--- src/sv/compass_heading_from_xy_core_assert.svh ---
// Assertion macros shared by the compass heading RTL.
// Each macro expects signals clk and rst_n in the scope where it is used.
`ifndef COMPASS_HEADING_FROM_XY_CORE_ASSERT_SVH
`define COMPASS_HEADING_FROM_XY_CORE_ASSERT_SVH

// The consequence must hold in the same cycle as the antecedent.
`define CFH_ASSERT_HOLDS(label, ante, cons, msg) \
    label: assert property (@(posedge clk) disable iff (!rst_n) (ante) |-> (cons)) \
        else $error(msg);

// The consequence must hold in the cycle after the antecedent.
`define CFH_ASSERT_NEXT(label, ante, cons, msg) \
    label: assert property (@(posedge clk) disable iff (!rst_n) (ante) |=> (cons)) \
        else $error(msg);

`endif

--- src/sv/cfh_pkg.sv ---
// Package for the compass heading block: widths, angle constants, arctangent table
// and the record that travels down the CORDIC chain. No dependencies.
`default_nettype none

package cfh_pkg;

    localparam int unsigned FRAC_BITS      = 16;
    localparam int unsigned XY_W           = 27;
    localparam int unsigned Z_W            = 26;
    localparam int unsigned SUM_W          = 28;
    localparam int unsigned HEADING_W      = 9;
    localparam int unsigned STEPS_DEFAULT  = 16;
    localparam int unsigned STEPS_MAX      = 24;

    localparam logic [HEADING_W-1:0] OFFSET_RESET = 9'd70;
    localparam logic [HEADING_W-1:0] HEADING_FULL = 9'd360;

    localparam logic signed [Z_W-1:0] DEG_90_Q16  = Z_W'(90 * 65536);
    localparam logic signed [Z_W-1:0] DEG_180_Q16 = Z_W'(180 * 65536);
    localparam logic signed [SUM_W-1:0] DEG_360_Q16 = SUM_W'(360 * 65536);

    // atan(2^-i) in degrees, 16 fractional bits, rounded.
    localparam logic [21:0] ATAN_Q16 [0:STEPS_MAX-1] = '{
        22'd2949120, 22'd1740967, 22'd919879, 22'd466945,
        22'd234379,  22'd117304,  22'd58666,  22'd29335,
        22'd14668,   22'd7334,    22'd3667,   22'd1833,
        22'd917,     22'd458,     22'd229,    22'd115,
        22'd57,      22'd29,      22'd14,     22'd7,
        22'd4,       22'd2,       22'd1,      22'd0
    };

    typedef struct packed {
        logic                   valid;
        logic                   bypass;
        logic signed [XY_W-1:0] x;
        logic signed [XY_W-1:0] y;
        logic signed [Z_W-1:0]  z;
    } cfh_vec_t;

endpackage

`default_nettype wire

--- src/sv/cfh_cell.sv ---
// One CORDIC vectoring cell of the heading chain, with its own output register.
// Depends on cfh_pkg for the vector record and the arctangent table.
`default_nettype none

module cfh_cell
    import cfh_pkg::*;
#(
    parameter int unsigned STAGE = 0
)
(
    input  logic     clk,
    input  logic     rst_n,
    input  logic     en,
    input  cfh_vec_t d,
    output cfh_vec_t q
);

    logic signed [XY_W-1:0] x_shift;
    logic signed [XY_W-1:0] y_shift;
    logic signed [Z_W-1:0]  atan_step;
    logic                   rot_pos;
    logic signed [XY_W-1:0] x_next;
    logic signed [XY_W-1:0] y_next;
    logic signed [Z_W-1:0]  z_next;

    logic                   valid_reg;
    logic                   bypass_reg;
    logic signed [XY_W-1:0] x_reg;
    logic signed [XY_W-1:0] y_reg;
    logic signed [Z_W-1:0]  z_reg;

    assign x_shift   = d.x >>> STAGE;
    assign y_shift   = d.y >>> STAGE;
    assign atan_step = Z_W'(ATAN_Q16[STAGE]);
    assign rot_pos   = (d.y > 0);

    always_comb
    begin
        if (rot_pos)
        begin
            x_next = d.x + y_shift;
            y_next = d.y - x_shift;
            z_next = d.z + atan_step;
        end
        else
        begin
            x_next = d.x - y_shift;
            y_next = d.y + x_shift;
            z_next = d.z - atan_step;
        end
        // Axis-aligned vectors already carry their exact angle.
        if (d.bypass)
        begin
            z_next = d.z;
        end
    end

    always_ff @(posedge clk or negedge rst_n)
    begin
        if (!rst_n)
        begin
            valid_reg <= 1'b0;
        end
        else if (en)
        begin
            valid_reg <= d.valid;
        end
    end

    always_ff @(posedge clk)
    begin
        if (en)
        begin
            bypass_reg <= d.bypass;
            x_reg      <= x_next;
            y_reg      <= y_next;
            z_reg      <= z_next;
        end
    end

    assign q.valid  = valid_reg;
    assign q.bypass = bypass_reg;
    assign q.x      = x_reg;
    assign q.y      = y_reg;
    assign q.z      = z_reg;

endmodule

`default_nettype wire

--- src/sv/cfh_wrap.sv ---
// Final stage: adds the declination, wraps into 0..360, truncates and mirrors
// the heading; holds the output register. Depends on cfh_pkg.
`default_nettype none

module cfh_wrap
    import cfh_pkg::*;
(
    input  logic                 clk,
    input  logic                 rst_n,
    input  logic                 en,
    input  cfh_vec_t             d,
    input  logic [HEADING_W-1:0] offset,
    output logic                 heading_valid,
    output logic [HEADING_W-1:0] heading_degrees
);

    logic signed [SUM_W-1:0] sum;
    logic signed [SUM_W-1:0] wrapped;
    logic [HEADING_W-1:0]    whole;
    logic [HEADING_W-1:0]    heading_next;

    logic                    valid_reg;
    logic [HEADING_W-1:0]    heading_reg;

    assign sum = SUM_W'(d.z) + $signed({3'b000, offset, {FRAC_BITS{1'b0}}});

    always_comb
    begin
        wrapped = sum;
        if (sum > DEG_360_Q16)
        begin
            wrapped = sum - DEG_360_Q16;
        end
        else if (sum < 0)
        begin
            wrapped = sum + DEG_360_Q16;
        end
    end

    // The wrapped angle is never negative, so its integer part is a plain slice.
    assign whole        = wrapped[FRAC_BITS +: HEADING_W];
    assign heading_next = HEADING_FULL - whole;

    always_ff @(posedge clk or negedge rst_n)
    begin
        if (!rst_n)
        begin
            valid_reg <= 1'b0;
        end
        else if (en)
        begin
            valid_reg <= d.valid;
        end
    end

    always_ff @(posedge clk)
    begin
        if (en)
        begin
            heading_reg <= heading_next;
        end
    end

    assign heading_valid   = valid_reg;
    assign heading_degrees = heading_reg;

endmodule

`default_nettype wire

--- src/sv/compass_heading_from_xy_core.sv ---
// Compass heading core: quadrant pre-rotation, a chain of CORDIC cells, and the
// declination/wrap stage. Depends on cfh_pkg, cfh_cell, cfh_wrap and the assert header.
//
// Usage:
//   Sample channel: sample_valid/sample_stall carry one reading per beat, the
//   X and Y axes as big-endian byte pairs (x_high, x_low, y_high, y_low).
//   Heading channel: heading_valid/heading_stall carry heading_degrees, which is
//   360 minus the truncated heading after the declination offset and wrap.
//   Config channel: cfg_valid/cfg_ready write cfg_data into the declination
//   offset; cfg_ready is always high. Write it only while the core is empty.
// A beat passes one pre-rotation register, one register per CORDIC cell and
// one output register. Throughput is one beat per cycle while heading_stall
// does not hold the chain; each CORDIC iteration is its own cell.
// When the output register is full and heading_stall is high, the whole chain
// holds and sample_stall goes high in the same cycle; nothing is dropped.
// Reset empties the chain (all valid flags clear) and sets the offset to 70.
`default_nettype none

`include "compass_heading_from_xy_core_assert.svh"

module compass_heading_from_xy_core
    import cfh_pkg::*;
#(
    parameter int unsigned CORDIC_STEPS = STEPS_DEFAULT
)
(
    input  logic                 clk,
    input  logic                 rst_n,
    input  logic                 sample_valid,
    output logic                 sample_stall,
    input  logic [7:0]           x_high,
    input  logic [7:0]           x_low,
    input  logic [7:0]           y_high,
    input  logic [7:0]           y_low,
    output logic                 heading_valid,
    input  logic                 heading_stall,
    output logic [HEADING_W-1:0] heading_degrees,
    input  logic                 cfg_valid,
    output logic                 cfg_ready,
    input  logic [HEADING_W-1:0] cfg_data
);

    logic                   en;
    logic [HEADING_W-1:0]   offset_reg;

    logic signed [15:0]     x_raw;
    logic signed [15:0]     y_raw;
    logic signed [XY_W-1:0] x_scaled;
    logic signed [XY_W-1:0] y_scaled;

    logic                   pre_valid_reg;
    logic                   pre_bypass_next;
    logic                   pre_bypass_reg;
    logic signed [XY_W-1:0] pre_x_next;
    logic signed [XY_W-1:0] pre_x_reg;
    logic signed [XY_W-1:0] pre_y_next;
    logic signed [XY_W-1:0] pre_y_reg;
    logic signed [Z_W-1:0]  pre_z_next;
    logic signed [Z_W-1:0]  pre_z_reg;

    cfh_vec_t               stage_vec [0:CORDIC_STEPS];

    // The chain moves unless a finished heading is held by the receiver.
    assign en           = !(heading_valid && heading_stall);
    assign sample_stall = !en;
    assign cfg_ready    = 1'b1;

    always_ff @(posedge clk or negedge rst_n)
    begin
        if (!rst_n)
        begin
            offset_reg <= OFFSET_RESET;
        end
        else if (cfg_valid && cfg_ready)
        begin
            offset_reg <= cfg_data;
        end
    end

    assign x_raw    = $signed({x_high, x_low});
    assign y_raw    = $signed({y_high, y_low});
    assign x_scaled = {{(XY_W-24){x_raw[15]}}, x_raw, 8'b0};
    assign y_scaled = {{(XY_W-24){y_raw[15]}}, y_raw, 8'b0};

    always_comb
    begin
        pre_bypass_next = (y_raw == 16'sd0) || (x_raw == 16'sd0);
        pre_x_next      = x_scaled;
        pre_y_next      = y_scaled;
        pre_z_next      = '0;
        if (y_raw == 16'sd0)
        begin
            pre_z_next = (x_raw < 0) ? DEG_180_Q16 : '0;
        end
        else if (x_raw == 16'sd0)
        begin
            pre_z_next = (y_raw > 0) ? DEG_90_Q16 : -DEG_90_Q16;
        end
        else if (x_raw < 0)
        begin
            // Rotate into the right half plane before the CORDIC iterations.
            if (y_raw >= 0)
            begin
                pre_x_next = y_scaled;
                pre_y_next = -x_scaled;
                pre_z_next = DEG_90_Q16;
            end
            else
            begin
                pre_x_next = -y_scaled;
                pre_y_next = x_scaled;
                pre_z_next = -DEG_90_Q16;
            end
        end
    end

    always_ff @(posedge clk or negedge rst_n)
    begin
        if (!rst_n)
        begin
            pre_valid_reg <= 1'b0;
        end
        else if (en)
        begin
            pre_valid_reg <= sample_valid;
        end
    end

    always_ff @(posedge clk)
    begin
        if (en)
        begin
            pre_bypass_reg <= pre_bypass_next;
            pre_x_reg      <= pre_x_next;
            pre_y_reg      <= pre_y_next;
            pre_z_reg      <= pre_z_next;
        end
    end

    assign stage_vec[0].valid  = pre_valid_reg;
    assign stage_vec[0].bypass = pre_bypass_reg;
    assign stage_vec[0].x      = pre_x_reg;
    assign stage_vec[0].y      = pre_y_reg;
    assign stage_vec[0].z      = pre_z_reg;

    for (genvar i = 0; i < CORDIC_STEPS; i++)
    begin : g_cell
        cfh_cell #(
            .STAGE (i)
        ) u_cell (
            .clk   (clk),
            .rst_n (rst_n),
            .en    (en),
            .d     (stage_vec[i]),
            .q     (stage_vec[i+1])
        );
    end

    cfh_wrap u_wrap (
        .clk             (clk),
        .rst_n           (rst_n),
        .en              (en),
        .d               (stage_vec[CORDIC_STEPS]),
        .offset          (offset_reg),
        .heading_valid   (heading_valid),
        .heading_degrees (heading_degrees)
    );

    `CFH_ASSERT_HOLDS(a_heading_range, heading_valid, heading_degrees <= HEADING_FULL,
        "heading above 360")
    `CFH_ASSERT_NEXT(a_last_cell_drains, en && stage_vec[CORDIC_STEPS].valid, heading_valid,
        "finished vector did not reach the output register")
    `CFH_ASSERT_NEXT(a_bubble_drains, en && !stage_vec[CORDIC_STEPS].valid, !heading_valid,
        "output register shows a beat that was never computed")
    `CFH_ASSERT_HOLDS(a_prerot_half_plane, stage_vec[0].valid && !stage_vec[0].bypass,
        stage_vec[0].x > 0, "pre-rotation left the vector outside the right half plane")

endmodule

`default_nettype wire

--- config.mk ---
export PLATFORM = sky130hd
export DESIGN_NAME = compass_heading_from_xy_core
export DESIGN_NICKNAME = d
export VERILOG_FILES = /design/src/sv/cfh_pkg.sv /design/src/sv/cfh_cell.sv /design/src/sv/cfh_wrap.sv /design/src/sv/compass_heading_from_xy_core.sv
export VERILOG_INCLUDE_DIRS = /design/src /design/src/sv
export SDC_FILE = /design/constraint.sdc
export NUM_CORES = 2
export LEC_CHECK = 0
export BUFFER_PORTS_ARGS = -buffer_cell sky130_fd_sc_hd__buf_2
export CELL_PAD_IN_SITES_DETAIL_PLACEMENT = 1
export CELL_PAD_IN_SITES_GLOBAL_PLACEMENT = 1
export CORE_ASPECT_RATIO = 1.1
export CORE_MARGIN = 4
export CORE_UTILIZATION = 45
export CTS_BUF_LIST = sky130_fd_sc_hd__clkbuf_8 sky130_fd_sc_hd__clkbuf_16
export DETAILED_ROUTE_END_ITERATION = 10
export MAX_ROUTING_LAYER = met4
export PLACE_DENSITY_LB_ADDON = 0.1
export SYNTH_ARGS = -nofsm -noshare
export SYNTH_HDL_FRONTEND = slang
export SYNTH_HIERARCHICAL = 1
export SYNTH_SLANG_ARGS = --single-unit
--- constraint.sdc ---
create_clock -name clk -period 80.1 [get_ports clk]
set_clock_uncertainty 0.05 [all_clocks]
set_input_delay 16.02 -clock clk [delete_from_list [all_inputs] [get_ports clk]]
set_output_delay 16.02 -clock clk [all_outputs]
set_load 0.1 [all_outputs]
Word-level counts from Yosys, hierarchy flattened:

Index checks and enable logic that the tools add are counted.

* add/sub/neg operators: 95
* magnitude comparators: 21
* mux-type cells: 77
* bitwise logic cells: 2
* reductions and logical operators: 6

Operators with widths (count)
* two-way mux 27 bit: 37
* two-way mux 26 bit: 37
* greater-than comparator 27 x 1 -> 1 bit (second input constant): 16
* adder 27 x 14 -> 27 bit: 2
* adder 27 x 15 -> 27 bit: 2
* adder 27 x 16 -> 27 bit: 2
* adder 27 x 17 -> 27 bit: 2
* adder 27 x 18 -> 27 bit: 2
* adder 27 x 19 -> 27 bit: 2
* adder 27 x 20 -> 27 bit: 2
* adder 27 x 21 -> 27 bit: 2
* adder 27 x 22 -> 27 bit: 2
* adder 27 x 23 -> 27 bit: 2
* adder 27 x 24 -> 27 bit: 2
* adder 27 x 25 -> 27 bit: 2
* adder 27 x 26 -> 27 bit: 2
* negator 24 -> 27 bit: 2
* subtractor 27 x 14 -> 27 bit: 2
* subtractor 27 x 15 -> 27 bit: 2
* subtractor 27 x 16 -> 27 bit: 2
* subtractor 27 x 17 -> 27 bit: 2
* subtractor 27 x 18 -> 27 bit: 2
* subtractor 27 x 19 -> 27 bit: 2
* subtractor 27 x 20 -> 27 bit: 2
* other kinds (58): 69

* flip-flop bits (word level): 1331
* logic and storage cells: 287

Logic depth before layout (Yosys ltp):

* word-level depth: 5
* mapped depth: 21

Hierarchy:

The synthesis kept the hierarchy.

By module, submodules not included
* cfh_cell at g_cell[4].u_cell: instances 1, cells each 901, area an instance 7983.9 um^2, seq. area each 2457.4 um^2
* cfh_cell at g_cell[6].u_cell: instances 1, cells each 869, area an instance 7743.7 um^2, seq. area each 2457.4 um^2
* cfh_cell at g_cell[5].u_cell: instances 1, cells each 868, area an instance 7733.7 um^2, seq. area each 2457.4 um^2
* cfh_cell at g_cell[7].u_cell: instances 1, cells each 845, area an instance 7714.9 um^2, seq. area each 2457.4 um^2
* cfh_cell at g_cell[14].u_cell: instances 1, cells each 840, area an instance 7659.8 um^2, seq. area each 2457.4 um^2
* cfh_cell at g_cell[2].u_cell: instances 1, cells each 841, area an instance 7652.3 um^2, seq. area each 2457.4 um^2
* cfh_cell at g_cell[3].u_cell: instances 1, cells each 822, area an instance 7533.5 um^2, seq. area each 2457.4 um^2
* cfh_cell at g_cell[1].u_cell: instances 1, cells each 798, area an instance 7435.9 um^2, seq. area each 2457.4 um^2
* cfh_cell at g_cell[13].u_cell: instances 1, cells each 797, area an instance 7412.1 um^2, seq. area each 2457.4 um^2
* cfh_cell at g_cell[0].u_cell: instances 1, cells each 808, area an instance 7273.2 um^2, seq. area each 2427.3 um^2
* cfh_cell at g_cell[9].u_cell: instances 1, cells each 780, area an instance 7268.2 um^2, seq. area each 2457.4 um^2
* cfh_cell at g_cell[12].u_cell: instances 1, cells each 765, area an instance 7240.7 um^2, seq. area each 2457.4 um^2
* cfh_cell at g_cell[15].u_cell: instances 1, cells each 779, area an instance 7238.2 um^2, seq. area each 2457.4 um^2
* cfh_cell at g_cell[8].u_cell: instances 1, cells each 784, area an instance 7230.7 um^2, seq. area each 2457.4 um^2
* +4 rows

Worst setup path after synthesis:

No wires, ideal clock.

* path kind: input to output
* from: in heading_stall
* to: out sample_stall
* data arrival time: 57533 ps
* data required time: 64030 ps
* setup slack: 6497 ps
* cell stages on the path: 2
* cell sequence: nand2_1 -> inv_1

* word-level cells in the longest chain between the ends: 1

RTL lines
* start: declaration: line compass_heading_from_xy_core.sv:36 `input logic heading_stall,`
* logical AND 1 bit: line compass_heading_from_xy_core.sv:64 `assign en = !(heading_valid && heading_stall);`
* end: declaration: line compass_heading_from_xy_core.sv:30 `output logic sample_stall,`

No other way between the ends.

Worst setup path in the final report:

Ends and elaborated chain as after synthesis.

==> impl_metrics.toml <==
[placed_design]
dp.final_hpwl_mm = 281
port-buffer-count = 56
gp_congestion = 0.924

[worst_setup_path]
timing.critical_path.arrival_ns = 17.18
r2r_cells = 18
worst_setup_path_start_kind = "input port"
startpoint = "heading_stall"
worstPathRequired_ns = 64.03
critPathCaptureType = "primary output"
worstSetupPathType = "in -> out"
crit_path_max_fanout = 49
worst_r2r_startpoint = "g_cell[8].u_cell/y_reg[15]$_DFFE_PP_"

[cts]
post_cts_resized = 0
depth_of_the_cts_h_tree = 4
clock_path_buffers = 4
cts_buffers = 165
clk-insertion-delay-late_ns = 0.86
post_cts_buffers = 0
post_cts_hold_buffer_count = 0
clock_tree_from_tritoncts = "yes"
cts_root_buffer = "clkbuf_16"
cts.reportedPaths.clkPinSlew_ns = 0.06
clock_sinks = 1279

[floorplanning]
overall_die_area_um2 = 266000
fp.dieW_um = 492
placeableCoreArea_um2 = 256000
top_level_ports = 58
core.rowCount = 195
start_util = 0.452
die_height_um = 540

[sta]
timing.final.crit_share = 0.415
setup_viol = 0
worst_slew_pin_slew_ns = 1.16
grt_setup_unrepaired = "false"
highest_clock_frequency_the_design_can_meet_ghz = 0.0301
tns_ns = 0
slew_viol_final = 0
worst_slew_margin_rel = 0.226
final_count_of_hold_timing_violations = 0
fin_crit_period_ns = 33.25

[final_layout]
areaGrowthSynthToFinish_pct = 7.54
share_of_post_route_cells_with_drive_strength_above_1 = 0.0544
largest_register_ff_count = 416
seq_area_um2 = 38300
nets = 13900
area_taken_by_multi_input_logic_gates_um2 = 74200
layout.filler_cells = 29400

[detailed_routing]
first_iter_violations = 5012
detail_route.vias_per_cell = 5.98
detail_route.wl_per_cell_um = 21.9
drt-pass1-iter-count = 5
vias = 96600
wl_mm = 353
drc = 0
drtAntennaViolNets = 0

[min_path]
holdCritPathClass = "reg -> reg"
hold_path_startpoint = "g_cell[12].u_cell/z_reg[0]$_DFFE_PP_"
whs_path_depth = 0

[logic_synthesis]
syn-instance-count = 12600
syn-cell-area_um2 = 116000
post_synthesis_area_per_instance_um2 = 9.17
yosys_warnings = 6

[global_route]
antenna_violations_before_repair = 3
grt_usage = 0.265
first_global_vias = 101000
grt_first_pass_wirelength_mm = 561
gr-total-overflow = 0
grt_start_max_net_pins = 186

[run]
drv_cap = 0

[outcome]
status = "finished clean"
-- through the flow --
| stage | util | std cells | area (um^2) | setup WS [ns] | hold slack, ns |
|---|---|---|---|---|---|
| floorplan | - | 12700 | 116000 | 9.38 | 0.350 |
| global placement | 0.466 | 15900 | 119000 | 46.85 | 0.351 |
| detailed placement | 0.466 | 15900 | 119000 | 46.83 | 0.356 |
| CTS | 0.486 | 16200 | 125000 | 46.83 | 0.380 |
| global route | 0.486 | 16200 | 125000 | 46.76 | 0.385 |
| finish | 0.486 | 16200 | 125000 | 46.85 | 0.377 |
-- critical path: stages --
cell     delay (ns)
buf_2          0.11
nand2_4        0.37
inv_1          0.19
buf_2          0.45
-- layout make-up --
class                           count  share of cell area
Multi-Input combinational cell  10500               0.595
Sequential cell                  1279               0.307
Tap cell                         3447              0.0346
Clock buffer                      173              0.0344
Inverter                          505              0.0154
Clock inverter                    115             0.00746
Timing Repair Buffer              110             0.00590
Antenna cell                        3           0.0000602
-- routing by layer --
| metal | wire length, um | track usage | part of all wire | up-vias |
|---|---|---|---|---|
| li1 | - | - | - | 47000 |
| met2 | 180000 | 0.473 | 0.51 | 1339 |
| met3 | 8560 | 0.0199 | 0.024 | 571 |
| met5 | 0 | - | 0 | - |
| met1 | 153000 | 0.316 | 0.43 | 47700 |
| met4 | 11700 | 0.0838 | 0.033 | 0 |
-- final timing paths --
kind	end	slack [ns]
min in group asynchronous	offset_reg[8]$_DFFE_PN0P_	15.17
hold / removal	g_cell[13].u_cell/z_reg[0]$_DFFE_PP_	0.38
max in group asynchronous	g_cell[15].u_cell/valid_reg$_DFFE_PN0P_	64.41
setup / recovery	sample_stall	46.85
hold reg to reg	g_cell[13].u_cell/z_reg[0]$_DFFE_PP_	0.38
setup reg to reg	g_cell[9].u_cell/x_reg[24]$_DFFE_PP_	73.22
-- cells in the final DEF, fill, tap and decap left out, types with 50 or more instances in the layout --
cell type / count
a211oi_1: 163
o21ai_1: 105
inv_1: 510
and2_1: 64
buf_4: 50
nand4_1: 121
xnor2_1: 907
or4_1: 67
nor2_1: 875
nand3_1: 236
o21ai_0: 939
nor4_1: 97
o21bai_1: 156
clkbuf_16: 169
nand2_1: 1073
o31ai_1: 163
mux2_2: 60
buf_2: 56
nor2b_1: 125
a21o_1: 518
and3_1: 120
nand2b_1: 128
or3_1: 74
nor3_1: 252
xor2_1: 552
o211ai_1: 84
a31oi_1: 139
edfxtp_1: 1252
a21oi_1: 1118
conb_1: 78
o41ai_1: 53
o21a_1: 139
ha_1: 1190
Power is left out: the tool's default activity adds up to more than one toggle a clock period on the data nets, which glitch-free logic cannot reach.
